## src/rtl/cdoc_pkg.sv

```systemverilog
// Shared types, constants and month-length lookup for the calendar date converter.
// Used by cdoc_leap, cdoc_cell and calendar_date_ordinal_converter_top.
`default_nettype none

package cdoc_pkg;

    localparam int YEAR_BITS_DEFAULT = 16;
    localparam int NUM_MONTHS        = 12;
    localparam int SUM_BITS          = 12;
    localparam int RECIP_25          = 1311;
    localparam int RECIP_SHIFT       = 15;

    localparam logic MODE_TO_ORDINAL = 1'b0;
    localparam logic MODE_TO_DATE    = 1'b1;

    localparam logic [3:0] FIRST_MONTH   = 4'd1;
    localparam logic [3:0] LAST_MONTH    = 4'd12;
    localparam logic [8:0] DAYS_PER_YEAR = 9'd365;

    typedef struct packed {
        logic       mode;
        logic       leap;
        logic       err;
        logic [3:0] month;
        logic [4:0] day;
        logic [8:0] acc;
        logic [8:0] rem;
        logic       done;
        logic [3:0] om;
        logic [4:0] od;
    } cdoc_pkt_t;

    function automatic logic [4:0] month_len(input logic leap, input logic [3:0] m);
        logic [4:0] len;
        unique case (m) inside
            4'd1, 4'd3, 4'd5, 4'd7, 4'd8, 4'd10, 4'd12: len = 5'd31;
            4'd4, 4'd6, 4'd9, 4'd11:                    len = 5'd30;
            4'd2:                                       len = leap ? 5'd29 : 5'd28;
            default:                                    len = 5'd0;
        endcase
        return len;
    endfunction

    // 16^j mod 25, period five
    function automatic logic [4:0] mod25_weight(input int idx);
        logic [4:0] w;
        case (idx % 5)
            0:       w = 5'd1;
            1:       w = 5'd16;
            2:       w = 5'd6;
            3:       w = 5'd21;
            default: w = 5'd11;
        endcase
        return w;
    endfunction

endpackage

`default_nettype wire

```

## src/rtl/calendar_date_ordinal_converter_top.sv

```systemverilog
// Gregorian date <-> day-of-year converter: leap front end, twelve month cells, output register.
// Depends on cdoc_pkg, cdoc_leap and cdoc_cell.
//
// Takes one transaction per cycle: two front-end stages find the leap flag and check ranges,
// then the transaction walks a chain of twelve month cells, one cell per cycle, into the
// output register. The whole chain holds while a result waits in the output register and
// m_ready is low.
`default_nettype none

module calendar_date_ordinal_converter_top #(
    parameter int YEAR_BITS = cdoc_pkg::YEAR_BITS_DEFAULT
) (
    input  wire logic                  aclk,
    input  wire logic                  aresetn,
    input  wire logic                  s_valid,
    output logic                       s_ready,
    input  wire logic                  s_mode,
    input  wire logic [YEAR_BITS-1:0]  s_year,
    input  wire logic [3:0]            s_month,
    input  wire logic [4:0]            s_day,
    input  wire logic [8:0]            s_ordinal,
    output logic                       m_valid,
    input  wire logic                  m_ready,
    output logic [8:0]                 m_day_number,
    output logic [3:0]                 m_out_month,
    output logic [4:0]                 m_out_day,
    output logic                       m_is_leap,
    output logic                       m_error
);

    localparam int N = cdoc_pkg::NUM_MONTHS;

    logic                 en;
    logic                 chain_valid [N+1];
    cdoc_pkg::cdoc_pkt_t  chain_pkt   [N+1];
    cdoc_pkg::cdoc_pkt_t  last;

    logic       m_valid_reg;
    logic [8:0] day_number_reg;
    logic [3:0] out_month_reg;
    logic [4:0] out_day_reg;
    logic       is_leap_reg;
    logic       error_reg;

    logic [8:0] day_number_next;
    logic [3:0] out_month_next;
    logic [4:0] out_day_next;

    assign en      = !m_valid_reg || m_ready;
    assign s_ready = en;

    cdoc_leap #(
        .YEAR_BITS (YEAR_BITS)
    ) u_leap (
        .aclk      (aclk),
        .aresetn   (aresetn),
        .en        (en),
        .in_valid  (s_valid),
        .mode      (s_mode),
        .year      (s_year),
        .month     (s_month),
        .day       (s_day),
        .ordinal   (s_ordinal),
        .out_valid (chain_valid[0]),
        .out_pkt   (chain_pkt[0])
    );

    for (genvar k = 1; k <= N; k++) begin : g_cell
        cdoc_cell #(
            .MONTH (k)
        ) u_cell (
            .aclk      (aclk),
            .aresetn   (aresetn),
            .en        (en),
            .in_valid  (chain_valid[k-1]),
            .in_pkt    (chain_pkt[k-1]),
            .out_valid (chain_valid[k]),
            .out_pkt   (chain_pkt[k])
        );
    end

    assign last = chain_pkt[N];

    always_comb begin
        day_number_next = '0;
        out_month_next  = '0;
        out_day_next    = '0;
        if (!last.err) begin
            if (last.mode == cdoc_pkg::MODE_TO_ORDINAL) begin
                day_number_next = last.acc;
            end else begin
                out_month_next = last.om;
                out_day_next   = last.od;
            end
        end
    end

    always_ff @(posedge aclk) begin
        if (!aresetn) begin
            m_valid_reg <= 1'b0;
        end else if (en) begin
            m_valid_reg <= chain_valid[N];
        end
    end

    always_ff @(posedge aclk) begin
        if (en) begin
            day_number_reg <= day_number_next;
            out_month_reg  <= out_month_next;
            out_day_reg    <= out_day_next;
            is_leap_reg    <= last.leap;
            error_reg      <= last.err;
        end
    end

    assign m_valid      = m_valid_reg;
    assign m_day_number = day_number_reg;
    assign m_out_month  = out_month_reg;
    assign m_out_day    = out_day_reg;
    assign m_is_leap    = is_leap_reg;
    assign m_error      = error_reg;

endmodule

`default_nettype wire

```

## src/rtl/cdoc_leap.sv

```systemverilog
// Input stages: leap-year test through a folded mod-25 residue and first range checks.
// Depends on cdoc_pkg.
`default_nettype none

module cdoc_leap #(
    parameter int YEAR_BITS = cdoc_pkg::YEAR_BITS_DEFAULT
) (
    input  wire logic                   aclk,
    input  wire logic                   aresetn,
    input  wire logic                   en,
    input  wire logic                   in_valid,
    input  wire logic                   mode,
    input  wire logic [YEAR_BITS-1:0]   year,
    input  wire logic [3:0]             month,
    input  wire logic [4:0]             day,
    input  wire logic [8:0]             ordinal,
    output logic                        out_valid,
    output cdoc_pkg::cdoc_pkt_t         out_pkt
);

    localparam int NIB      = (YEAR_BITS + 3) / 4;
    localparam int SB       = cdoc_pkg::SUM_BITS;
    localparam int PROD_BITS = SB + 11;

    logic [NIB*4-1:0] year_pad;
    logic [8:0]       term [NIB];
    logic [SB-1:0]    sum_next;

    logic             s1_valid_reg;
    logic [SB-1:0]    sum_reg;
    logic             zero_reg;
    logic             low2_reg;
    logic             low4_reg;
    logic             mode_reg;
    logic [3:0]       month_reg;
    logic [4:0]       day_reg;
    logic [8:0]       ordinal_reg;

    logic                 s2_valid_reg;
    cdoc_pkg::cdoc_pkt_t  pkt_reg;
    cdoc_pkg::cdoc_pkt_t  pkt_next;

    logic [PROD_BITS-1:0] prod;
    logic [7:0]           quot;
    logic [SB-1:0]        resid;
    logic                 leap;
    logic [8:0]           year_len;

    assign year_pad = (NIB*4)'(year);

    for (genvar j = 0; j < NIB; j++) begin : g_term
        assign term[j] = 9'(year_pad[4*j +: 4]) * 9'(cdoc_pkg::mod25_weight(j));
    end

    always_comb begin
        sum_next = '0;
        for (int j = 0; j < NIB; j++) begin
            sum_next = sum_next + SB'(term[j]);
        end
    end

    always_ff @(posedge aclk) begin
        if (!aresetn) begin
            s1_valid_reg <= 1'b0;
        end else if (en) begin
            s1_valid_reg <= in_valid;
        end
    end

    always_ff @(posedge aclk) begin
        if (en) begin
            sum_reg     <= sum_next;
            zero_reg    <= (year == '0);
            low2_reg    <= (year[1:0] == 2'd0);
            low4_reg    <= (year[3:0] == 4'd0);
            mode_reg    <= mode;
            month_reg   <= month;
            day_reg     <= day;
            ordinal_reg <= ordinal;
        end
    end

    assign prod     = PROD_BITS'(sum_reg) * PROD_BITS'(cdoc_pkg::RECIP_25);
    assign quot     = prod[cdoc_pkg::RECIP_SHIFT +: 8];
    assign resid    = sum_reg - SB'(quot) * SB'(8'd25);
    assign leap     = low2_reg && ((resid != '0) || low4_reg);
    assign year_len = cdoc_pkg::DAYS_PER_YEAR + 9'(leap);

    always_comb begin
        pkt_next       = '0;
        pkt_next.mode  = mode_reg;
        pkt_next.leap  = leap;
        pkt_next.month = month_reg;
        pkt_next.day   = day_reg;
        pkt_next.rem   = ordinal_reg;
        if (mode_reg == cdoc_pkg::MODE_TO_ORDINAL) begin
            pkt_next.err = zero_reg || (month_reg < cdoc_pkg::FIRST_MONTH)
                || (month_reg > cdoc_pkg::LAST_MONTH) || (day_reg == 5'd0);
        end else begin
            pkt_next.err = zero_reg || (ordinal_reg == 9'd0) || (ordinal_reg > year_len);
        end
    end

    always_ff @(posedge aclk) begin
        if (!aresetn) begin
            s2_valid_reg <= 1'b0;
        end else if (en) begin
            s2_valid_reg <= s1_valid_reg;
        end
    end

    always_ff @(posedge aclk) begin
        if (en) begin
            pkt_reg <= pkt_next;
        end
    end

    assign out_valid = s2_valid_reg;
    assign out_pkt   = pkt_reg;

endmodule

`default_nettype wire

```

## src/rtl/cdoc_cell.sv

```systemverilog
// One month cell of the converter chain: applies its month to the passing transaction.
// Depends on cdoc_pkg.
`default_nettype none

module cdoc_cell #(
    parameter int MONTH = 1
) (
    input  wire logic                 aclk,
    input  wire logic                 aresetn,
    input  wire logic                 en,
    input  wire logic                 in_valid,
    input  wire cdoc_pkg::cdoc_pkt_t  in_pkt,
    output logic                      out_valid,
    output cdoc_pkg::cdoc_pkt_t       out_pkt
);

    localparam logic [3:0] MONTH_CODE = 4'(MONTH);

    logic                 valid_reg;
    cdoc_pkg::cdoc_pkt_t  pkt_reg;
    cdoc_pkg::cdoc_pkt_t  pkt_next;
    logic [4:0]           len;

    assign len = cdoc_pkg::month_len(in_pkt.leap, MONTH_CODE);

    always_comb begin
        pkt_next = in_pkt;
        if (in_pkt.mode == cdoc_pkg::MODE_TO_ORDINAL) begin
            if (MONTH_CODE < in_pkt.month) begin
                pkt_next.acc = in_pkt.acc + 9'(len);
            end else if (MONTH_CODE == in_pkt.month) begin
                pkt_next.acc = in_pkt.acc + 9'(in_pkt.day);
                if (in_pkt.day > len) begin
                    pkt_next.err = 1'b1;
                end
            end
        end else if (!in_pkt.done) begin
            if ((MONTH_CODE == cdoc_pkg::LAST_MONTH) || (in_pkt.rem <= 9'(len))) begin
                pkt_next.done = 1'b1;
                pkt_next.om   = MONTH_CODE;
                pkt_next.od   = in_pkt.rem[4:0];
            end else begin
                pkt_next.rem  = in_pkt.rem - 9'(len);
            end
        end
    end

    always_ff @(posedge aclk) begin
        if (!aresetn) begin
            valid_reg <= 1'b0;
        end else if (en) begin
            valid_reg <= in_valid;
        end
    end

    always_ff @(posedge aclk) begin
        if (en) begin
            pkt_reg <= pkt_next;
        end
    end

    assign out_valid = valid_reg;
    assign out_pkt   = pkt_reg;

endmodule

`default_nettype wire
```

## config.mk

```make
export PLATFORM = sky130hd
export DESIGN_NAME = calendar_date_ordinal_converter_top
export DESIGN_NICKNAME = d
export VERILOG_FILES = /design/src/rtl/cdoc_pkg.sv /design/src/rtl/calendar_date_ordinal_converter_top.sv /design/src/rtl/cdoc_leap.sv /design/src/rtl/cdoc_cell.sv
export SDC_FILE = /design/constraint.sdc
export NUM_CORES = 1
export LEC_CHECK = 0
export BUFFER_PORTS_ARGS = -buffer_cell sky130_fd_sc_hd__buf_2
export CAP_MARGIN = 5
export CORE_AREA = 10 10 293 295
export CTS_CLUSTER_DIAMETER = 60
export DETAILED_ROUTE_END_ITERATION = 8
export DIE_AREA = 0 0 303 305
export PLACE_DENSITY = 0.51
export SLEW_MARGIN = 20
export SYNTH_ARGS = -nofsm -noshare
export SYNTH_HDL_FRONTEND = slang
export SYNTH_SLANG_ARGS = --single-unit
export TNS_END_PERCENT = 20
```

## constraint.sdc

```tcl
create_clock -name aclk -period 34.9 [get_ports aclk]
set_input_delay 5.235 -clock aclk [delete_from_list [all_inputs] [get_ports aclk]]
set_output_delay 5.235 -clock aclk [all_outputs]
set_load 0.03 [all_outputs]
```

==> impl_metrics.json <==
{
  "max-slew-margin-rel_pct": 31.5,
  "tns_ns": 0,
  "crit_chain": "buf_2 -> nor2b_1 -> buf_4 -> inv_8 -> buf_2",
  "slew_violations": 0,
  "critPathMaxStageDelay_ns": 0.47,
  "period_share_pct": 33.3,
  "vias": 16100,
  "drt_iter0_markers": 684,
  "hpwl_um": 33700,
  "critPathBufInv": 4,
  "hold_path_class": "flop to flop",
  "top_layer_used": "met4",
  "syn_avg_cell_area_um2": 12.8,
  "critical_path_cell_count": 5,
  "clock-root-buffer": "clkbuf_16",
  "yosys.area.top_type": "edfxtp_1",
  "r2r_cells": 39,
  "routedWlPerCell_um": 13.8,
  "critPathSlowestCell": "inv_8",
  "synthTopCellsByArea": "edfxtp_1, ha_1, fa_1",
  "yosysTopAreaCellShare_pct": 54.9,
  "grt_pass1_wl_um": 79200,
  "multi_input_area_um2": 11300,
  "areaGrowthSynthToFinish_pct": 12.3,
  "cts.htree.levels": 2,
  "syn_inst": 2178,
  "clock-sinks": 523,
  "drive_above_1_share_pct": 9.76,
  "hold_depth": 0,
  "cts-hold-fix-buffers": 0,
  "vias_per_cell": 4.76,
  "crit_type": "input port to output pin",
  "status": "complete, no violations",
  "wl_met3_um": 1710,
  "drt-total-wl_um": 46500,
  "io_pins": 61,
  "yosys_warnings": 0,
  "drt.antenna.violating_nets": 0,
  "finalSetupViolCount": 0,
  "initial_core_util_pct": 34.8,
  "core_area_um2": 79900,
  "post_cts_resized": 0,
  "synth-async-reset-ratio_pct": 0,
  "end_kind": "output pin",
  "grt_usage_pct": 10.0,
  "die-width_um": 303,
  "synth_cell_types": 74,
  "ys_ff_latch": 523,
  "grt_start_max_net_pins": 193,
  "worst_path_dominant_cell_family": "buffers and inverters",
  "cts_tree": "yes",
  "cpMostUsedCell": "buf_2",
  "arrival_ns": 6.38,
  "wl_met2_um": 24000,
  "grt_pass1_vias": 16800,
  "yosysMostFrequentCell": "edfxtp_1",
  "largest_reg_flops": 435,
  "post-place-cells": 3267,
  "antenna_found_initial": 0,
  "final_cells": 3375,
  "die_h_um": 305,
  "nFillCells": 7563,
  "io_buffers": 60,
  "post_cts.repair.setup_buffers": 0,
  "syn_area_um2": 27800,
  "antenna_cells": 0,
  "first_pass_iters": 5,
  "fin_util_pct": 39.0,
  "synth_common_cells": "edfxtp_1, ha_1, inv_1, nand2_1, nor2_1",
  "insertion_delay_ns": 0.61,
  "critPathMaxFanout": 103,
  "gr-total-overflow": 0,
  "seq_area_frac_synth_pct": 56.0,
  "finalHoldViolations": 0,
  "worstPathRequired_ns": 29.66,
  "die_area_um2": 92400,
  "drcViolationCount": 0,
  "cap_violations": 0,
  "final_nets": 2586,
  "syn_nets": 2498,
  "seq_area_um2": 15600,
  "gp_congestion": 0.837,
  "clkTransAtPathRegs_ns": 0.06,
  "num_rows": 104,
  "clock_skew_ns": 0.0132,
  "wirelength_met1_um": 19400,
  "grt_setup_unrepaired": "no",
  "period_needed_ns": 11.62,
  "ys.flop_type": "edfxtp_1",
  "worstMarginPinSlew_ns": 1.01,
  "cts_buffers": 57,
  "synth-edff-count": 508,
  "cts_buffer_depth": 3,
  "fmaxAchievable_ghz": 0.0861,
  "start_kind": "input port"
}
==> worst paths after layout <==
kind                                                    from                      endpoint  slack, ns
worst max register to register             u_leap.sum_reg[2]            u_leap.out_pkt[37]      24.54
worst max-delay path                                 m_ready                       s_ready      23.28
worst min-delay path            g_cell[7].u_cell.out_pkt[38]  g_cell[8].u_cell.out_pkt[38]       0.42
worst min register to register  g_cell[7].u_cell.out_pkt[38]  g_cell[8].u_cell.out_pkt[38]       0.42
==> final cells by class <==
class,instances,area share [%]
clock inverters,32,0.851
flip-flops and latches,523,49.9
inverters,197,2.40
clock buffers,76,5.06
multi-input cells,1419,36.4
well taps,1060,4.25
repair buffers,68,1.20
==> per-layer routing <==
layer	GRT usage [%]	up-vias
met4	3.37	0
met3	1.86	105
li1	-	8098
met1	11.4	7647
met2	18.4	222
met5	0	-
==> cells by family after synthesis <==
logic type               Yosys count  share of synthesized area, %
adder cells (fa/ha/maj)          281                          14.5
XOR/XNOR                         158                          5.01
flip-flops                       523                          56.0
AND/OR/NAND/NOR                  575                          10.7
AO/OA/AOI/OAI                    345                          8.18
multiplexers                      60                          2.44
buffers and inverters            236                          3.19
==> stage by stage <==
| stage | hold slack [ns] | area (um2) | worst slack, ns |
|---|---|---|---|
| 6_report | 0.415 | 31200 | 23.28 |
| 5_1_grt | 0.417 | 31200 | 23.15 |
| 4_1_cts | 0.419 | 31200 | 23.22 |
| 3_5_place_dp | 0.405 | 29300 | 23.23 |
| 3_3_place_gp | 0.402 | 29300 | 23.25 |
| 2_1_floorplan | 0.400 | 27800 | 10.06 |
==> cell usage in the layout (no fill, tap or decap), types with 15 or more instances in the layout <==
| cell | n |
|---|---|
| a21boi_0 | 17 |
| a21o_1 | 37 |
| a21oi_1 | 84 |
| a22oi_1 | 18 |
| and2_1 | 37 |
| and3_1 | 21 |
| buf_2 | 60 |
| clkbuf_16 | 58 |
| dfxtp_1 | 15 |
| edfxtp_1 | 508 |
| fa_1 | 67 |
| ha_1 | 214 |
| inv_1 | 196 |
| mux2_2 | 55 |
| nand2_1 | 149 |
| nand2b_1 | 43 |
| nand3_1 | 39 |
| nand4_1 | 17 |
| nor2_1 | 103 |
| nor2b_1 | 38 |
| nor3_1 | 47 |
| o21ai_0 | 68 |
| o22a_1 | 21 |
| xnor2_1 | 87 |
| xor2_1 | 70 |
Power is not shown: default switching activity piles up to over one toggle a cycle in this logic, so the estimate is an artifact.
